===== src/sv/burst_ring_fifo_unit_defines.svh =====
// Assertion macros shared by the block's modules.
`ifndef BURST_RING_FIFO_UNIT_DEFINES_SVH
`define BURST_RING_FIFO_UNIT_DEFINES_SVH

`ifndef ASSERT_OFF
`define BRF_ASSERT_IMP(lbl, clk, rstn, pre, post) \
	lbl: assert property (@(posedge clk) disable iff (!rstn) (pre) |-> (post)) \
		else $error("implication check failed");
`define BRF_ASSERT_NXT(lbl, clk, rstn, pre, post) \
	lbl: assert property (@(posedge clk) disable iff (!rstn) (pre) |=> (post)) \
		else $error("next-cycle check failed");
`define BRF_ASSERT_ALW(lbl, clk, rstn, cond) \
	lbl: assert property (@(posedge clk) disable iff (!rstn) (cond)) \
		else $error("invariant check failed");
`else
`define BRF_ASSERT_IMP(lbl, clk, rstn, pre, post)
`define BRF_ASSERT_NXT(lbl, clk, rstn, pre, post)
`define BRF_ASSERT_ALW(lbl, clk, rstn, cond)
`endif

`endif


===== src/sv/brf_pkg.sv =====
`timescale 1ns / 1ps

package brf_pkg;

	localparam int CAP_W = 9;
	localparam int CNT_W = 7;
	localparam int CFG_IDX_W = 1;

	localparam logic [CNT_W-1:0] MAX_BURST = 7'd64;
	localparam logic [CAP_W-1:0] CAP_RESET = 9'd256;

	localparam logic [1:0] CMD_WRITE = 2'd0;
	localparam logic [1:0] CMD_READ = 2'd1;
	localparam logic [1:0] CMD_CLEAR = 2'd2;

	localparam logic [1:0] ST_OK = 2'd0;
	localparam logic [1:0] ST_DISABLED = 2'd1;
	localparam logic [1:0] ST_FULL = 2'd2;
	localparam logic [1:0] ST_PARTIAL = 2'd3;

	localparam logic [CFG_IDX_W-1:0] REG_QUEUE_ENABLED = 1'd0;
	localparam logic [CFG_IDX_W-1:0] REG_CAPACITY = 1'd1;

	typedef enum logic [1:0] {
		FSM_IDLE,
		FSM_RD_ADDR,
		FSM_RD_DATA
	} state_t;

	typedef struct packed {
		logic wr_elem;
		logic rd_start;
		logic rd_discard;
		logic rd_issue;
		logic rd_pop;
		logic clear;
		logic cfg_write;
		logic load_out;
	} ctl_t;

	typedef struct packed {
		logic rd_none;
		logic rd_final;
	} sts_t;

endpackage


===== src/sv/brf_controller.sv =====
`timescale 1ns / 1ps
`include "burst_ring_fifo_unit_defines.svh"

module brf_controller (
	input  logic          clk,
	input  logic          arst_n,
	input  logic          req_valid,
	output logic          req_ready,
	input  logic [1:0]    command,
	input  logic          last_of_burst,
	input  logic          discard,
	output logic          rsp_valid,
	input  logic          rsp_ready,
	input  logic          cfg_valid,
	output logic          cfg_ready,
	input  brf_pkg::sts_t sts,
	output brf_pkg::ctl_t ctl
);

	brf_pkg::state_t state_q;
	brf_pkg::state_t state_d;
	logic            out_valid_q;
	logic            out_free;
	logic            req_acc;

	assign out_free = !out_valid_q || rsp_ready;
	assign req_ready = (state_q == brf_pkg::FSM_IDLE) && out_free && !cfg_valid;
	assign cfg_ready = (state_q == brf_pkg::FSM_IDLE);
	assign req_acc = req_valid && req_ready;
	assign rsp_valid = out_valid_q;

	always_comb begin
		state_d = state_q;
		case (state_q)
			brf_pkg::FSM_IDLE: begin
				if (req_acc && command == brf_pkg::CMD_READ && !sts.rd_none && !discard) begin
					state_d = brf_pkg::FSM_RD_ADDR;
				end
			end
			brf_pkg::FSM_RD_ADDR: begin
				state_d = brf_pkg::FSM_RD_DATA;
			end
			brf_pkg::FSM_RD_DATA: begin
				if (out_free) begin
					state_d = sts.rd_final ? brf_pkg::FSM_IDLE : brf_pkg::FSM_RD_ADDR;
				end
			end
			default: begin
				state_d = brf_pkg::FSM_IDLE;
			end
		endcase
	end

	always_comb begin
		ctl = '0;
		case (state_q)
			brf_pkg::FSM_IDLE: begin
				ctl.cfg_write = cfg_valid;
				if (req_acc) begin
					case (command)
						brf_pkg::CMD_WRITE: begin
							ctl.wr_elem = 1'b1;
							ctl.load_out = last_of_burst;
						end
						brf_pkg::CMD_READ: begin
							if (!sts.rd_none) begin
								ctl.rd_discard = discard;
								ctl.rd_start = !discard;
								ctl.load_out = discard;
							end
						end
						brf_pkg::CMD_CLEAR: begin
							ctl.clear = 1'b1;
						end
						default: begin
							ctl.clear = 1'b0;
						end
					endcase
				end
			end
			brf_pkg::FSM_RD_ADDR: begin
				ctl.rd_issue = 1'b1;
			end
			brf_pkg::FSM_RD_DATA: begin
				ctl.rd_pop = out_free;
				ctl.load_out = out_free;
			end
			default: begin
				ctl = '0;
			end
		endcase
	end

	always_ff @(posedge clk or negedge arst_n) begin
		if (!arst_n) begin
			state_q <= brf_pkg::FSM_IDLE;
			out_valid_q <= 1'b0;
		end else begin
			state_q <= state_d;
			if (ctl.load_out) begin
				out_valid_q <= 1'b1;
			end else if (rsp_ready) begin
				out_valid_q <= 1'b0;
			end
		end
	end

	`BRF_ASSERT_IMP(a_load_into_free, clk, arst_n, ctl.load_out, out_free)
	`BRF_ASSERT_NXT(a_addr_then_data, clk, arst_n, state_q == brf_pkg::FSM_RD_ADDR, state_q == brf_pkg::FSM_RD_DATA)
	`BRF_ASSERT_ALW(a_no_cfg_and_req, clk, arst_n, !(cfg_valid && cfg_ready && req_acc))
	`BRF_ASSERT_IMP(a_no_req_while_busy, clk, arst_n, state_q != brf_pkg::FSM_IDLE, !req_ready && !ctl.cfg_write)

endmodule


===== config.mk =====
export PLATFORM = sky130hd
export DESIGN_NAME = brf_controller
export DESIGN_NICKNAME = d
export VERILOG_FILES = /design/src/sv/brf_pkg.sv /design/src/sv/brf_controller.sv
export VERILOG_INCLUDE_DIRS = /design/src /design/src/sv
export SDC_FILE = /design/constraint.sdc
export NUM_CORES = 1
export LEC_CHECK = 0
export CORE_AREA = 2 2 39 41
export CTS_BUF_LIST = sky130_fd_sc_hd__clkbuf_4 sky130_fd_sc_hd__clkbuf_8
export DETAILED_ROUTE_END_ITERATION = 16
export DIE_AREA = 0 0 41 43
export DONT_BUFFER_PORTS = 1
export PLACE_DENSITY = 0.32
export SLEW_MARGIN = 10
export SYNTH_ARGS = -nofsm -noshare
export SYNTH_HDL_FRONTEND = slang
export SYNTH_SLANG_ARGS = --single-unit
export TNS_END_PERCENT = 5

===== constraint.sdc =====
create_clock -name clk -period 1.19 [get_ports clk]
set_input_delay 0.238 -clock clk [delete_from_list [all_inputs] [get_ports clk]]
set_output_delay 0.238 -clock clk [all_outputs]
set_load 0.005 [all_outputs]

After elaboration in Yosys (flattened, before gate mapping). Cells that the tools add are included.

Logic and storage cells: 43. Input port bits: 11. Flip-flop bits (word level): 3. Output and inout bits: 11.

Muxes and demuxes: 20. Reductions and logical operators: 15. Equal/unequal tests: 6.

Operator list (count): 1-bit 2-to-1 mux (10); 2-bit 2-to-1 mux (5); 1-bit logical AND (6); 3-bit 2-to-1 mux (2); 2-bit one-hot mux with 3 select lines (1); 2-bit by 1-bit == test with 1-bit output, second input constant (2); 2-bit == test, second input constant (2); 1-bit zero test (4); 2-bit zero test (2); 1-bit one-hot mux with 2 select lines (2); 2-bit by 1-bit != test with 1-bit output, second input constant (1); 2-bit != test, second input constant (1); 2-bit AND reduction (1); 2-bit nonzero test (1); 1-bit logical OR (1).

Depth between registers and ports, before layout.
Depth in word-level cells: 10. Depth in mapped cells: 3. Gate-level depth less buffers: 3.

Least setup slack after synthesis. No wires, ideal clock.

Path kind: flip-flop to output port. From: register out_valid_q (netlist: rsp_valid). To: output ctl[2] (netlist name). Arrival: 1003 ps. Required time: 952 ps. Cell stages (with the launch flop): 4. Slack: -51 ps. Path through: dfrtp_1 -> or2b_1 -> nand4b_4 -> nor3_1.

RTL lines: start, declared (line brf_controller.sv:22) `logic out_valid_q;`; start signal, assigned (line brf_controller.sv:97) `out_valid_q <= 1'b0;`; start signal, assigned (line brf_controller.sv:101) `out_valid_q <= 1'b1;`; start signal, assigned (line brf_controller.sv:103) `out_valid_q <= 1'b0;`; end, declared (line brf_controller.sv:17) `output brf_pkg::ctl_t ctl`.

==> flow_summary.ini <==
[clocking]
cts_max_level = 1
clockBufferDepth = 2
cts-root-buf = clkbuf_4
numCtsBuffers = 3
cts_sinks = 3
clkLatencyLatePin_ps = 230
postCtsSetupRepairBufs = 0
path_clk_slew_ps = 40
tritoncts = built

[floorplanning]
die_x_um = 41
io_pins = 22
start_util_pct = 19.5
rows = 14
die_h_um = 43
dieArea_mm2 = 0.00176
core_region_area_mm2 = 0.00138

[drt]
drtIter0Drc = 2
avgViaCountPerCell = 4.57
num_vias = 265
drt-wirelength-per-cell_um = 13.1
firstDrtPassIters = 2
drc = 0
ant_nets = 0
wirelength_um = 758

[yosys]
yosysUniqueCellTypes = 20
synth_nets = 40
synth_top_area_share_pct = 27.8
syn_area_um2 = 270
avgSynthCellArea_um2 = 9.32
ys_ff_latch = 3
synth_warnings = 0
synth_largest_area_cell = dfrtp_1
yosysSeqAreaShare_pct = 27.8
netlist_instances = 29
synthTopCellsByArea = dfrtp_1 28%, nand4b_4 8.8%, o32ai_2 6.0%

[grt]
grt_pass1_vias = 314
grt_first_pass_wirelength_mm = 1.36
grtUsageTotal_pct = 12.1
grt_max_degree = 8
overflow = 0
antenna_found_initial = 0

[placement]
placed_area_um2 = 354
io_buffers = 0
gp_congestion = 0.617
place_inst = 53

[sta]
drv_slew = 0
finalCritPeriodShare_pct = 123
hold_violations = 0
rsz0062_at_grt = yes
worstMarginPinSlew_ps = 214
fin_skew_ps = 2.09
period_minus_slack_ps = 1460
fmax_ghz = 0.684
max_slew_margin_pct = 85.6
setup_viol = 11
setup_slack_ps = -272

[layout]
final_area_um2 = 438
drive_above_1_share_pct = 66.7
finalNonFillerCells = 58
layout_commonest_cell = buf_4
nNetsFinal = 54
layout_common_cells = 8 x buf_4, 4 x clkbuf_4, 3 x nand2_1, 2 x nor3_2, 2 x dfrtp_2
diodes = 0
area_delta_synth_final_pct = 62.0
utilization_pct = 31.6

[run]
maxCapViolCount = 0

[worst_setup_path]
regToRegEndpoint = state_q[0]
end_kind = primary output
crit_buf_inv = 0
cpLargestDelayFamily = simple AND/OR/NAND/NOR gates
reg2reg_slack_ps = -10
crit_path_start = state_q[0]
slowest_delay_ps = 440
reg2reg_depth = 4
crit_chain = nor2_4 > nand4b_4 > nor3b_2
crit_arrival_ps = 1220
reg2reg_from = state_q[1]
path_class = reg -> out
crit_path_start_kind = flip-flop
crit_fanout = 7
cp.required_ps = 950
crit_slowest_cell = dfrtp_2
path_depth = 3

[power]
ir_worst_vdd_uv = 331
pwr_density_cell_mw_per_mm2 = 949
finalPower_uw = 416
p_leak_uw = 0.000195

[hold_path]
hold_class = in -> reg
min_from = sts[0]
hold_path_end = state_q[0]
whs_path_depth = 1

[run_status]
status = complete, but fails checks
violations = negative setup slack
worst max-delay path by stage:
stage / endpoint / slack (ps)
after floorplan: ctl[2] / -20
after global placement: ctl[2] / -70
after detailed placement: ctl[2] / -70
after CTS: ctl[0] / -300
after global routing: ctl[6] / -380
final: ctl[7] / -270
synth_stat cells, drive strengths merged:
cell type  instances
nand4b             1
o21bai             1
and3b              1
nor2               3
inv                1
buf                1
nor3               3
o32ai              1
o21ai              2
and2               1
nor2b              2
nor3b              1
nand3b             1
dfrtp              3
nand2b             2
o211ai             1
or2b               1
nand2              3
kinds of logic (layout without fill, tap and decap cells):
| logic type | after synthesis | count (layout) | synth area share, % |
|---|---|---|---|
| AOI/OAI and AO/OA | 5 | 5 | 15.3 |
| DFF | 3 | 3 | 27.8 |
| buffers and inverters | 2 | 15 | 4.17 |
| and+or+nand+nor | 19 | 19 | 52.8 |
cell type report:
type / count / area [um^2]
Clock buffer: 4 / 30.0
Fill cell: 149 / 946
Inverter: 1 / 3.75
Multi-Input combinational cell: 24 / 225
Sequential cell: 3 / 77.6
Tap cell: 16 / 20.0
Timing Repair Buffer: 10 / 81.3
routing by layer:
layer	GRT usage (%)	vias to the layer above	share of wire (%)
met5	0	-	0
met4	8.00	0	0
met3	6.81	0	7.7
met2	17.2	12	54
met1	13.1	126	39
li1	-	127	-
sequential cells by signal, summed over array words and instances, names as in the netlist:
| register | count |
|---|---|
| rsp_valid | 1 |
| state_q | 2 |
through the flow:
stage | TNS (ps) | hold WS, ps | worst slack [ps]
after floorplan | -32.0 | -57.6 | -16.0
after global placement | -241 | -57.5 | -68.5
after detailed placement | -278 | -57.5 | -69.0
after CTS | -2110 | 77.8 | -298
after global routing | -2880 | 67.9 | -379
final | -1820 | 84.5 | -272
report_power, final:
part           switching (uW)  internal [uW]
sequential               5.19            109
clock                    54.9            149
combinational            43.3           55.3
total                     103            312
repair_timing:
action / CTS / global route
gates resized for setup: 6 / 5
endpoints found under the hold margin: 3 / 0
endpoints found under the setup margin: 12 / 12
gates cloned: 0 / 0
hold buffers: 1 / 0
pin swaps: 2 / 0
Power figures use the tool's default switching activity.
